$ cat config.mk
export PLATFORM = sky130hd
export DESIGN_NAME = cutd_fifo
export DESIGN_NICKNAME = d
export VERILOG_FILES = /design/src/hw/rtl/cutd_pkg.sv /design/src/hw/rtl/cutd_fifo.sv
export SDC_FILE = /design/constraint.sdc
export NUM_CORES = 1
export LEC_CHECK = 0
export BUFFER_PORTS_ARGS = -buffer_cell sky130_fd_sc_hd__buf_4
export CAP_MARGIN = 20
export CORE_MARGIN = 3
export CORE_UTILIZATION = 60
export CTS_CLUSTER_DIAMETER = 30
export DETAILED_ROUTE_END_ITERATION = 10
export GPL_TIMING_DRIVEN = 0
export PLACE_DENSITY = 0.83
export SLEW_MARGIN = 40
export SYNTH_ARGS = -nofsm -noshare
export SYNTH_HDL_FRONTEND = slang
export SYNTH_SLANG_ARGS = --single-unit
$ cat constraint.sdc
create_clock -name i_clk -period 4.6 [get_ports i_clk]
set_input_delay 0.92 -clock i_clk [delete_from_list [all_inputs] [get_ports i_clk]]
set_output_delay 0.92 -clock i_clk [all_outputs]
set_load 0.05 [all_outputs]
$ cat src/hw/rtl/cutd_pkg.sv
// Shared types and constants for the frame difference cut detector.
// Holds the transaction payload structs, configuration codes and luma weights.
// No dependencies.
package cutd_pkg;

    localparam int GRAY_W  = 8;
    localparam int CNT_W   = 21;
    localparam int PAIR_W  = 24;
    localparam int SUM_W   = 22;
    localparam int CFG_W   = 8;
    localparam int CFG_IDX_W = 2;
    localparam int PROD_W  = CNT_W + CFG_W;

    localparam logic [CFG_IDX_W-1:0] CFG_DIFF_THRESHOLD = 2'd0;
    localparam logic [CFG_IDX_W-1:0] CFG_RATIO_NUM      = 2'd1;
    localparam logic [CFG_IDX_W-1:0] CFG_RATIO_DEN      = 2'd2;

    localparam logic [CFG_W-1:0] RST_DIFF_THRESHOLD = 8'd10;
    localparam logic [CFG_W-1:0] RST_RATIO_NUM      = 8'd4;
    localparam logic [CFG_W-1:0] RST_RATIO_DEN      = 8'd5;

    localparam logic [SUM_W-1:0] LUMA_R     = 22'd4899;
    localparam logic [SUM_W-1:0] LUMA_G     = 22'd9617;
    localparam logic [SUM_W-1:0] LUMA_B     = 22'd1868;
    localparam logic [SUM_W-1:0] LUMA_ROUND = 22'd8192;

    localparam int Q_DEPTH = 4;
    localparam int Q_AW    = 2;
    localparam int Q_CW    = 3;

    typedef struct packed {
        logic [7:0] chan_r;
        logic [7:0] chan_g;
        logic [7:0] chan_b;
        logic       end_of_frame;
    } t_pixel;

    typedef struct packed {
        logic              is_cut;
        logic [PAIR_W-1:0] pair_index;
        logic [CNT_W-1:0]  changed_count;
    } t_result;

    typedef struct packed {
        logic [CFG_W-1:0] diff_threshold;
        logic [CFG_W-1:0] ratio_num;
        logic [CFG_W-1:0] ratio_den;
    } t_cfg;

    typedef struct packed {
        logic [CNT_W-1:0] changed;
        logic [CNT_W-1:0] total;
    } t_frame_sum;

endpackage

$ cat src/hw/rtl/cutd_fifo.sv
// Short queue of per-frame summaries between the front end and the back end.
// Depends on cutd_pkg.
module cutd_fifo (
    input  logic                       i_clk,
    input  logic                       i_rst_n,
    input  logic                       i_push,
    input  cutd_pkg::t_frame_sum       i_data,
    input  logic                       i_pop,
    output logic                       o_valid,
    output cutd_pkg::t_frame_sum       o_data,
    output logic [cutd_pkg::Q_CW-1:0]  o_count
);
    import cutd_pkg::*;

    t_frame_sum        r_mem [Q_DEPTH];
    logic [Q_AW-1:0]   r_wp;
    logic [Q_AW-1:0]   r_rp;
    logic [Q_CW-1:0]   r_count;

    always_ff @(posedge i_clk) begin
        if (!i_rst_n) begin
            r_wp    <= '0;
            r_rp    <= '0;
            r_count <= '0;
        end else begin
            if (i_push) begin
                r_wp <= r_wp + Q_AW'(1);
            end
            if (i_pop) begin
                r_rp <= r_rp + Q_AW'(1);
            end
            r_count <= r_count + Q_CW'(i_push) - Q_CW'(i_pop);
        end
    end

    always_ff @(posedge i_clk) begin
        if (i_push) begin
            r_mem[r_wp] <= i_data;
        end
    end

    assign o_valid = (r_count != '0);
    assign o_data  = r_mem[r_rp];
    assign o_count = r_count;

endmodule

=== Yosys cells after proc, flatten, opt, wreduce, memory -nomap -nowiden ===
Memory sizes are Yosys's and may differ from the RTL's. A register that Yosys moved wholly into a read port is not among the register bits.
Cells that the tools add are included.

* Bits in latches: 0
* Word-level logic and storage cells: 13
* Register bits: 7
* Bits in read-only memories: 0
* RAM bits: 168
* Output and inout bits: 46
* Memories kept: 1

* Divide/modulo/power cells: 0
* Bitwise logic cells: 0
* Reduce and logical (&&, ||, !) cells: 1
* Equality and inequality tests: 0
* $mul: 0
* Magnitude comparators: 0
* Mux-type cells: 4
* Shift-type cells: 0
* Add/subtract/negate cells: 4

{| class="wikitable"
|+ Memory list
! name !! words !! bits a word !! rd ports !! clocked after Yosys merged registers in !! write ports !! RTL line !! text
|-
| r_mem || 4 || 42 || 1 || 1 || 1 || cutd_fifo.sv:15 || <nowiki>t_frame_sum r_mem [Q_DEPTH];</nowiki>
|}

{| class="wikitable"
|+ Operators by type and width
! kind !! count
|-
| adder 2 x 1 -> 2 bit (second input constant) || 2
|-
| 2-to-1 mux 2 bit || 2
|-
| adder 3 x 1 -> 3 bit || 1
|-
| nonzero test 3 bit || 1
|-
| subtractor 3 x 1 -> 3 bit || 1
|-
| 2-to-1 mux 1 bit || 2
|}

=== Depth between registers and ports, before layout ===
* Depth in word-level cells: 3
* Mapped depth: 7

=== Worst setup path after synthesis ===
OpenSTA, ideal clock, no wires.

* Path kind: input to register
* Start: input i_push
* End: memory r_mem[0][0] (netlist bit) (enable)
* Stages on the path: 1
* Path slack: 2.260 ns
* Buffers on the path: 0
* Data arrival time: 1.936 ns
* Cells stage by stage: and2_1

* Longest elaborated chain between the ends: 2

{| class="wikitable"
|+ Ends and longest elaborated chain
! what !! RTL line !! text
|-
| start: declaration || cutd_fifo.sv:6 || <nowiki>input logic i_push,</nowiki>
|-
| 2-to-1 mux 1 bit || cutd_fifo.sv:37 || <nowiki>if (i_push) begin</nowiki>
|-
| 2-to-1 mux 1 bit (implied by the code) || cutd_fifo.sv:38 || <nowiki>r_mem[r_wp] <= i_data;</nowiki>
|-
| end: declaration || cutd_fifo.sv:15 ||
|}

Every way passes these cells.

==> results.yml <==
run_status:
  status: "finished clean"
timing:
  tns_ps: 0
  fin_hold_ws_ps: 554.8
  finalCriticalPeriod_ps: 2898
  hold_violations: 0
  final-max-slew-violation-count: 0
  clock.fmax_mhz: 345.0
  relSlewSlack: 0.7872
  finalSetupViolCount: 0
  rsz0062_at_grt: "no"
  worst_slew_pin_slew_ps: 319.3
  finalClockSkew_ps: 13.74
  fin_crit_sh: 0.6301
power:
  combPwrFrac: 0.163
  powerDensity_nw_per_um2: 485.1
  seq_power_share: 0.479
  power_leakage_nw: 2.815
  p_int_mw: 2.965
  ir_worst_vdd_v: 0.0003446
  power_switching_mw: 0.9549
  switching_share: 0.2436
  clkPwrFrac: 0.358
  finalPower_mw: 3.920
drt:
  drt_pass1_iterations: 4
  drt-vias-per-instance: 5.695
  drtAntennaViolNets: 0
  vias: 2990
  routed_wl_um: 11180
  first_iter_violations: 216
  drc: 0
  post_drt_wl_per_cell_um: 21.30
min_path:
  hold_path_class: "flop to flop"
clock_tree:
  htree_levels: 4
  postCtsSetupBuffers: 0
  worstSkewPairLatency_ps: 520
  cts_hold_buf: 0
  cts_tree: "yes"
  cts_root_buf: "clkbuf_8"
  cts_buffer_depth: 2
  clock-sinks: 177
  cts_made_buffers: 17
  clk_pin_slew_ps: 60
  post_cts_resized: 0
floorplanning:
  coreArea_sq_um: 10460
  die_h_um: 110.5
  fp.dieW_um: 110.5
  ioPinCount: 92
  dieArea_sq_um: 12210
  start_util: 0.6262
  rows: 37
logic_synthesis:
  syn_inst: 262
  ys_types: 20
  yosysWarnings: 0
  seq_area_frac_synth: 0.7976
  syn-num-nets: 315
  syn-cell-area_sq_um: 6551
  avgSynthCellArea_sq_um: 25.00
  synth-seq-cells: 177
final_layout:
  multi_input_comb_area_sq_um: 1195
  fin_cells: 525
  antennaDiodeCount: 0
  nFillCells: 581
  final_nets: 429
  seqCellArea_sq_um: 5225
  drive_above_1_share: 0.4499
  area_delta_synth_final_pct: 23.34
worst_setup_path:
  critical_path_class: "flop to output pin"
  critPathCaptureType: "output pin"
  arrival_ps: 1980
  required_ps: 3680
  startpoint_type: "flop"
  cp_max_fo: 10
place:
  placed_cells: 493
  place_congestion: 0.6777
  dp_hpwl_um: 7082
  portBuffers: 91
grt:
  grt_max_degree: 29
  met3_usage: 0.05973
  antenna_found_initial: 0
  grt_overflow_total: 0
  grt_util_met1: 0.2505
  use_met2: 0.3184
  grt_pass1_wl_um: 17770
  grtUsageTotal: 0.1962
  grt.busiest_layer: "met2"
  grt_pass1_vias: 3202
flow_run:
  timing.max_cap.violations: 0
==> path summary, 6_finish.rpt <==
path	startpoint	to	slack, ps	cells after the start
worst max-delay path	flop	o_data[3]	1700	4
worst min register to register	r_rp[0]	r_rp[1]	550	2
worst max register to register	o_count[0]	o_count[2]	2920	7
worst min-delay path	r_rp[0]	r_rp[1]	550	2
==> stage by stage <==
step,instance area [sq um],utilization,worst slack [ps]
detailed placement,7495,0.7163,2231
floorplan,6551,-,2260
finish,8080,0.7723,1702
global route,8080,0.7723,1606
CTS,8080,0.7723,1679
global placement,7405,0.7077,1351
==> cell type report <==
type,instances,share of cell area
flip-flops and latches,177,0.6466
inverters,7,0.003252
repair buffers,95,0.09446
well taps,136,0.02106
plain buffers,10,0.01425
clock buffers,26,0.05915
clock inverters,6,0.01332
multi-input cells,68,0.1479
==> power by group through the flow <==
stage / logic (mW) / clock network [mW] / registers, mW
after CTS: 0.647 / 1.43 / 1.88
final: 0.639 / 1.40 / 1.88
after detailed placement: 0.647 / 0 / 1.91
after floorplan: 0.415 / 0 / 1.93
after global placement: 0.621 / 0 / 1.91
after global routing: 0.673 / 1.51 / 1.88
==> cell usage after synthesis (all sizes together) <==
| master | instances | area, sq um |
|---|---|---|
| edfxtp | 168 | 5045 |
| nor2 | 5 | 18.77 |
| fa | 1 | 20.02 |
| nand3b | 1 | 7.510 |
| buf | 9 | 111.4 |
| or3 | 1 | 6.260 |
| mux4 | 42 | 953.4 |
| a21oi | 1 | 5.000 |
| dfxtp | 9 | 180.2 |
| clkbuf | 1 | 3.750 |
| inv | 7 | 26.28 |
| ha | 6 | 75.07 |
| and2 | 6 | 37.54 |
| xnor2 | 2 | 17.52 |
| a21bo | 1 | 10.01 |
| mux2i | 1 | 10.01 |
| xor3 | 1 | 23.77 |
==> per-layer routing <==
layer / wire [um] / vias up / share of wire
met2: 5904 / 103 / 0.53
met4: 166 / 0 / 0.015
met1: 4568 / 1551 / 0.41
met3: 544 / 15 / 0.049
li1: - / 1321 / -
met5: 0 / - / 0
==> state kept, by name (all words and copies together) (netlist names), named ones only <==
register and flops:
r_mem 168, o_count 3, r_rp 2, r_wp 2
==> kinds of logic (layout without fill, tap and decap cells) <==
group           count (synthesis)  after routing  share of synthesized area
compound gates                  2              2                   0.002291
xor+xnor                        3              3                   0.006303
fa+ha+maj                       7              7                    0.01451
buf+inv                        17            144                    0.02158
flops                         177            177                     0.7976
mux                            43             43                     0.1471
simple gates                   13             13                    0.01070
==> cells in the final DEF (no fill, tap or decap), drive strengths merged <==
cell,n
a21bo,1
a21oi,1
and2,6
buf,104
bufinv,3
clkbuf,27
clkinv,2
clkinvlp,1
dfxtp,9
edfxtp,168
fa,1
ha,6
inv,7
mux2i,1
mux4,42
nand3b,1
nor2,5
or3,1
xnor2,2
xor3,1
==> worst max-delay path, stage by stage (launching register included) <==
cell      delay [ps]
dfxtp_1          300
clkbuf_1         240
buf_2            340
mux4_2           370
buf_4            210
Note: power is estimated with default switching activity, not from simulation.
