[config.mk]
export PLATFORM = sky130hd
export DESIGN_NAME = cutd_back
export DESIGN_NICKNAME = d
export VERILOG_FILES = /design/src/hw/rtl/cutd_pkg.sv /design/src/hw/rtl/cutd_back.sv
export SDC_FILE = /design/constraint.sdc
export NUM_CORES = 1
export LEC_CHECK = 0
export BUFFER_PORTS_ARGS = -buffer_cell sky130_fd_sc_hd__buf_2
export CELL_PAD_IN_SITES_DETAIL_PLACEMENT = 1
export CELL_PAD_IN_SITES_GLOBAL_PLACEMENT = 2
export CORE_MARGIN = 2
export CORE_UTILIZATION = 45
export CTS_BUF_LIST = sky130_fd_sc_hd__clkbuf_4 sky130_fd_sc_hd__clkbuf_8 sky130_fd_sc_hd__clkbuf_16
export CTS_CLUSTER_DIAMETER = 120
export CTS_CLUSTER_SIZE = 30
export DETAILED_ROUTE_END_ITERATION = 16
export PLACE_DENSITY_LB_ADDON = 0.12
export SYNTH_ARGS = -nofsm -noshare
export SYNTH_HDL_FRONTEND = slang
export SYNTH_SLANG_ARGS = --single-unit
[constraint.sdc]
create_clock -name i_clk -period 8.2 [get_ports i_clk]
set_input_delay 1.23 -clock i_clk [delete_from_list [all_inputs] [get_ports i_clk]]
set_output_delay 1.23 -clock i_clk [all_outputs]
set_load 0.03 [all_outputs]
[src/hw/rtl/cutd_pkg.sv]
// Shared types and constants for the frame difference cut detector.
// Holds the transaction payload structs, configuration codes and luma weights.
// No dependencies.
package cutd_pkg;

    localparam int GRAY_W  = 8;
    localparam int CNT_W   = 21;
    localparam int PAIR_W  = 24;
    localparam int SUM_W   = 22;
    localparam int CFG_W   = 8;
    localparam int CFG_IDX_W = 2;
    localparam int PROD_W  = CNT_W + CFG_W;

    localparam logic [CFG_IDX_W-1:0] CFG_DIFF_THRESHOLD = 2'd0;
    localparam logic [CFG_IDX_W-1:0] CFG_RATIO_NUM      = 2'd1;
    localparam logic [CFG_IDX_W-1:0] CFG_RATIO_DEN      = 2'd2;

    localparam logic [CFG_W-1:0] RST_DIFF_THRESHOLD = 8'd10;
    localparam logic [CFG_W-1:0] RST_RATIO_NUM      = 8'd4;
    localparam logic [CFG_W-1:0] RST_RATIO_DEN      = 8'd5;

    localparam logic [SUM_W-1:0] LUMA_R     = 22'd4899;
    localparam logic [SUM_W-1:0] LUMA_G     = 22'd9617;
    localparam logic [SUM_W-1:0] LUMA_B     = 22'd1868;
    localparam logic [SUM_W-1:0] LUMA_ROUND = 22'd8192;

    localparam int Q_DEPTH = 4;
    localparam int Q_AW    = 2;
    localparam int Q_CW    = 3;

    typedef struct packed {
        logic [7:0] chan_r;
        logic [7:0] chan_g;
        logic [7:0] chan_b;
        logic       end_of_frame;
    } t_pixel;

    typedef struct packed {
        logic              is_cut;
        logic [PAIR_W-1:0] pair_index;
        logic [CNT_W-1:0]  changed_count;
    } t_result;

    typedef struct packed {
        logic [CFG_W-1:0] diff_threshold;
        logic [CFG_W-1:0] ratio_num;
        logic [CFG_W-1:0] ratio_den;
    } t_cfg;

    typedef struct packed {
        logic [CNT_W-1:0] changed;
        logic [CNT_W-1:0] total;
    } t_frame_sum;

endpackage

[src/hw/rtl/cutd_back.sv]
// Back end: cut decision from a frame summary, comparison numbering and result register.
// Depends on cutd_pkg.
module cutd_back (
    input  logic                        i_clk,
    input  logic                        i_rst_n,
    input  logic                        i_valid,
    input  cutd_pkg::t_frame_sum        i_sum,
    input  logic [cutd_pkg::CFG_W-1:0]  i_ratio_num,
    input  logic [cutd_pkg::CFG_W-1:0]  i_ratio_den,
    output logic                        o_pop,
    output logic                        o_res_valid,
    output cutd_pkg::t_result           o_res,
    input  logic                        i_res_stall
);
    import cutd_pkg::*;

    logic [PAIR_W-1:0] r_pair;
    logic              r_m_valid;
    logic [PROD_W-1:0] r_m_lhs;
    logic [PROD_W-1:0] r_m_rhs;
    logic [PAIR_W-1:0] r_m_pair;
    logic [CNT_W-1:0]  r_m_changed;
    logic              r_o_valid;
    t_result           r_o_res;

    logic              m_move;
    logic              pop;

    assign m_move = r_m_valid && (!r_o_valid || !i_res_stall);
    assign pop    = i_valid && (!r_m_valid || m_move);

    always_ff @(posedge i_clk) begin
        if (!i_rst_n) begin
            r_pair    <= '0;
            r_m_valid <= 1'b0;
            r_o_valid <= 1'b0;
        end else begin
            if (pop) begin
                r_pair    <= r_pair + PAIR_W'(1);
                r_m_valid <= 1'b1;
            end else if (m_move) begin
                r_m_valid <= 1'b0;
            end
            if (m_move) begin
                r_o_valid <= 1'b1;
            end else if (!i_res_stall) begin
                r_o_valid <= 1'b0;
            end
        end
    end

    always_ff @(posedge i_clk) begin
        if (pop) begin
            r_m_lhs     <= PROD_W'(i_sum.changed) * PROD_W'(i_ratio_den);
            r_m_rhs     <= PROD_W'(i_sum.total) * PROD_W'(i_ratio_num);
            r_m_pair    <= r_pair;
            r_m_changed <= i_sum.changed;
        end
        if (m_move) begin
            r_o_res.is_cut        <= (r_m_lhs > r_m_rhs);
            r_o_res.pair_index    <= r_m_pair;
            r_o_res.changed_count <= r_m_changed;
        end
    end

    assign o_pop       = pop;
    assign o_res_valid = r_o_valid;
    assign o_res       = r_o_res;

endmodule

# Yosys cells after proc, flatten, opt, wreduce, memory -nomap -nowiden
# Cells that the tools add are included.
# W data, S select, Z words.
classes:
  n_reduce_logical: 8
  n_addsub: 1
  eq_ne: 1
  mul: 2
  n_mux: 4
  magnitude_cmp: 1
ops:
  columns: ["cell", "n"]
  rows:
  - ["$mul A21 B8 Y29", 2]
  - ["$gt A29 B29 Y1", 1]
  - ["$add A24 B1 Y24 const B", 1]
  - ["$mux W1", 4]
  - ["$logic_not A1 Y1", 3]
  - ["$logic_and A1 B1 Y1", 2]
  - ["$logic_or A1 B1 Y1", 2]
  - ["$ne A2 B1 Y1 const B", 1]
  - ["$reduce_bool A2 Y1", 1]
totals:
  ff_bits: 175
  output_inout_bits: 48
  word_cells: 27
  inputBits: 62

# Logic depth before layout (Yosys ltp)
logic_depth:
  word_depth: 6
  ltp_mapped: 19
  mapped_depth_nobuf: 17

# Least setup slack after synthesis
# No wires, ideal clock.
synth_path:
  path_type: "input -> register"
  from: "input i_ratio_den[7] (netlist bit)"
  to: "register r_m_lhs[20], data pin"
  slack_ns: 2.601
  arrival_time_ns: 5.340
  setup_ns: 0.260
  path_buffers: 2
  required_time_ns: 7.940
  path_stages: 18
  cell_sequence: "clkbuf_1 nand2_1 fa_1 fa_1 inv_1 fa_1 inv_1 fa_1 inv_1 ha_1 a21o_1 a31o_2 o211ai_1 and2_1 buf_2 o211ai_1 a31oi_1 xnor2_1"
synth_between:
  elab_chain_len: 1
synth_lines:
  columns: ["item", "line", "source"]
  rows:
  - ["start, declared", "cutd_back.sv:9", "input logic [cutd_pkg::CFG_W-1:0] i_ratio_den,"]
  - ["$mul A21 B8 Y29", "cutd_back.sv:54", "r_m_lhs <= PROD_W'(i_sum.changed) * PROD_W'(i_ratio_den);"]
  - ["end signal, assigned", "cutd_back.sv:54", null]
  - ["end, declared", "cutd_back.sv:19", "logic [PROD_W-1:0] r_m_lhs;"]
# Every way passes these cells.
# A chain may end at the register's enable or synchronous reset.

# Worst setup path in the final report
layout_path:
  from: "input i_ratio_den[7] (netlist bit)"
  to: "register r_m_lhs[27], data pin"
# Same word-level chain as after synthesis.

==> flow_metrics.py <==
metrics = {
    "synth": {
        "synth_top_area_share_pct": 26.9,
        "synth_common_cells": "and2_1 (271), inv_1 (256), fa_1 (228), edfxtp_1 (149), nand2_1 (129)",
        "synth.ff_latch_count": 175,
        "ys_seq_area_share_pct": 29.4,
        "yosysMostFrequentCell": "and2_1",
        "yosysTopAreaCell": "fa_1",
        "async_flop_share_pct": 0,
        "synthFlopType": "edfxtp_1",
        "yosysWarnings": 0,
        "syn_nets": 2032,
        "synth-edff-count": 149,
        "yosys-top-cells-area": "fa_1 (27%), edfxtp_1 (26%), and2_1 (10%)",
        "netlist_area_um2": 17000,
        "synth_cells": 1614,
        "synth.distinct_cells": 58,
        "avgSynthCellArea_um2": 10.5,
    },
    "floorplanning": {
        "die_w_um": 198,
        "start_util_pct": 45.4,
        "io_pins": 110,
        "std_cell_rows": 71,
        "dieHeight_um": 198,
        "die_area_um2": 39300,
        "coreArea_um2": 37400,
    },
    "placement": {
        "gp_congestion": 0.803,
        "dp_slack_ns": 2.02,
        "hpwl_mm": 28.9,
        "port_buffers": 109,
    },
    "clock_network": {
        "clock-root-buffer": "clkbuf_16",
        "cts_sinks": 175,
        "cts_tree": "done",
        "ctsResizeCount": 0,
        "path_clk_slew_ns": 0.07,
        "cts_made_buffers": 17,
        "post_cts_buffers": 0,
        "h-tree-depth": 4,
        "hold_buffers": 0,
        "cts_buffer_depth": 2,
        "insertion_delay_ns": 0.45,
    },
    "critical_path": {
        "required_ns": 8.52,
        "reg2regPathDepth": 7,
        "cp_max_fo": 21,
        "path_class": "input port to flop",
        "r2r-start": "o_res_valid",
        "cp-start-kind": "input port",
        "crit_path_end_kind": "flop",
        "r2r_end": "r_pair[2]",
        "r2r_slack_ns": 5.55,
        "arrival_ns": 6.04,
    },
    "grt": {
        "grt_start_max_net_pins": 59,
        "grt_pass1_vias": 12600,
        "grt_pass1_wl_mm": 62.5,
        "grt_antenna_before_repair": 0,
        "overflow": 0,
        "grt_usage_pct": 20.3,
    },
    "power_and_ir_drop": {
        "p_leak_nw": 8.57,
        "max-vdd-ir-drop_mv": 0.180,
        "total_power_mw": 5.51,
        "cellPowerDensity_nw_per_um2": 297,
    },
    "detailed_routing": {
        "dr.pass1.iters": 4,
        "drtIter0Drc": 389,
        "drc_errors": 0,
        "routedWlPerCell_um": 16.5,
        "drt-total-wl_mm": 36.6,
        "via_per_inst": 5.15,
        "vias": 11400,
        "ant_nets": 0,
    },
    "run": {
        "maxCapViolations": 0,
    },
    "finish": {
        "register_area_um2": 4990,
        "multi_input_area_um2": 10800,
        "antenna_cells": 0,
        "fin_util_pct": 49.6,
        "nets": 2111,
        "drive_above_1_share_pct": 9.20,
        "fillCellCount": 4126,
        "synthToLayoutAreaGrowth_pct": 9.40,
    },
    "sta": {
        "fin_hold_ws_ns": 0.420,
        "post-route-min-period_ns": 5.72,
        "report.final.hold_viol_count": 0,
        "fin_crit_sh_pct": 69.7,
        "tns_ns": 0,
        "worst-slew-pin-transition_ns": 0.812,
        "fmax_ghz": 0.175,
        "fin_ws_ns": 2.48,
        "rsz0062_at_grt": "no",
        "setup_viol": 0,
        "slew_headroom_pct": 45.9,
        "fin_worst_skew_ns": 0.0118,
        "slew_viol_final": 0,
    },
    "status": {
        "status": "finished, final reports clean",
    },
    "worst_hold_path": {
        "min_to": "o_res[28]",
        "min_path_cells": 0,
        "hold_path.class": "flop to flop",
        "min_from": "r_m_pair[7]",
    },
}
[report_power, final]
group | internal [mW] | switching [mW] | leakage (nW)
sequential | 1.28 | 0.0474 | 1.67
clock | 0.428 | 0.381 | 0.277
combinational | 1.40 | 1.97 | 6.62
total | 3.11 | 2.40 | 8.57
[cell families (layout without fill, tap and decap cells)]
logic type,count (synthesis),count (layout),synth area share [%]
buffers and inverters,307,399,6.81
and+or+nand+nor,524,524,16.9
adders and majority gates,356,356,36.4
AOI/OAI and AO/OA,188,188,7.23
xor gates and xnor gates,64,64,3.30
DFF,175,175,29.4
[through the flow]
stage,instances,instance area [µm²]
2_1_floorplan,1614,17000
3_3_place_gp,2185,18000
4_1_cts,2217,18600
3_5_place_dp,2185,18000
5_1_grt,2217,18600
6_report,2217,18600
[worst max-delay path, cell delays in order]
cell and delay (ns):
buf_2 0.31, nand2_1 0.13, fa_1 0.54, fa_1 0.55, inv_1 0.05, fa_1 0.55
inv_1 0.06, fa_1 0.53, inv_1 0.04, ha_1 0.35, a21o_1 0.19, a21oi_1 0.28
a32oi_1 0.26, a21oi_2 0.27, a31oi_1 0.16, or4_1 0.42, nand3_1 0.09
[worst max-delay path by stage]
| stage | start | end | cells after the start |
|---|---|---|---|
| finish | i_ratio_den[7] | r_m_lhs[27] | 17 |
| detailed placement | i_ratio_den[7] | r_m_lhs[25] | 17 |
| global placement | i_ratio_den[7] | r_m_lhs[27] | 17 |
| global route | i_ratio_den[7] | r_m_lhs[25] | 17 |
| floorplan | i_ratio_den[7] | r_m_lhs[20] | 18 |
| CTS | i_ratio_den[7] | r_m_lhs[27] | 17 |
[cell usage in the layout, fill, tap and decap left out, types with 11 or more instances in the layout]
master / instances
nor2_1: 30
nand3_1: 28
nand4_1: 15
xor2_1: 21
o21ai_0: 27
buf_2: 109
edfxtp_1: 149
clkbuf_16: 17
a21o_1: 34
and2_1: 271
dfxtp_1: 26
a21oi_1: 61
nand2_1: 129
xnor2_1: 43
inv_1: 255
ha_1: 128
o21a_1: 11
fa_1: 228
[layer usage]
metal	wire (µm)	part of all wire [%]	track usage [%]
met1	15900	43	25.6
met2	19700	54	37.2
met3	568	1.6	2.30
met4	391	1.1	4.57
met5	0	0	0
[flip-flops by register name, summed over array words and instances (netlist names)]
register and cells:
r_pair 24, r_m_changed 21, o_res 46, r_m_rhs 29, r_m_lhs 29, r_m_valid 1, o_res_valid 1, r_m_pair 24
[final cells by class]
| cell class | instances | area share, % |
|---|---|---|
| Tap cell | 511 | 3.45 |
| Clock inverter | 15 | 0.809 |
| Inverter | 256 | 5.19 |
| Multi-Input combinational cell | 1132 | 58.3 |
| Sequential cell | 175 | 26.9 |
| Timing Repair Buffer | 111 | 3.02 |
| Clock buffer | 17 | 2.29 |
Note: power is estimated with default switching activity, not from simulation.
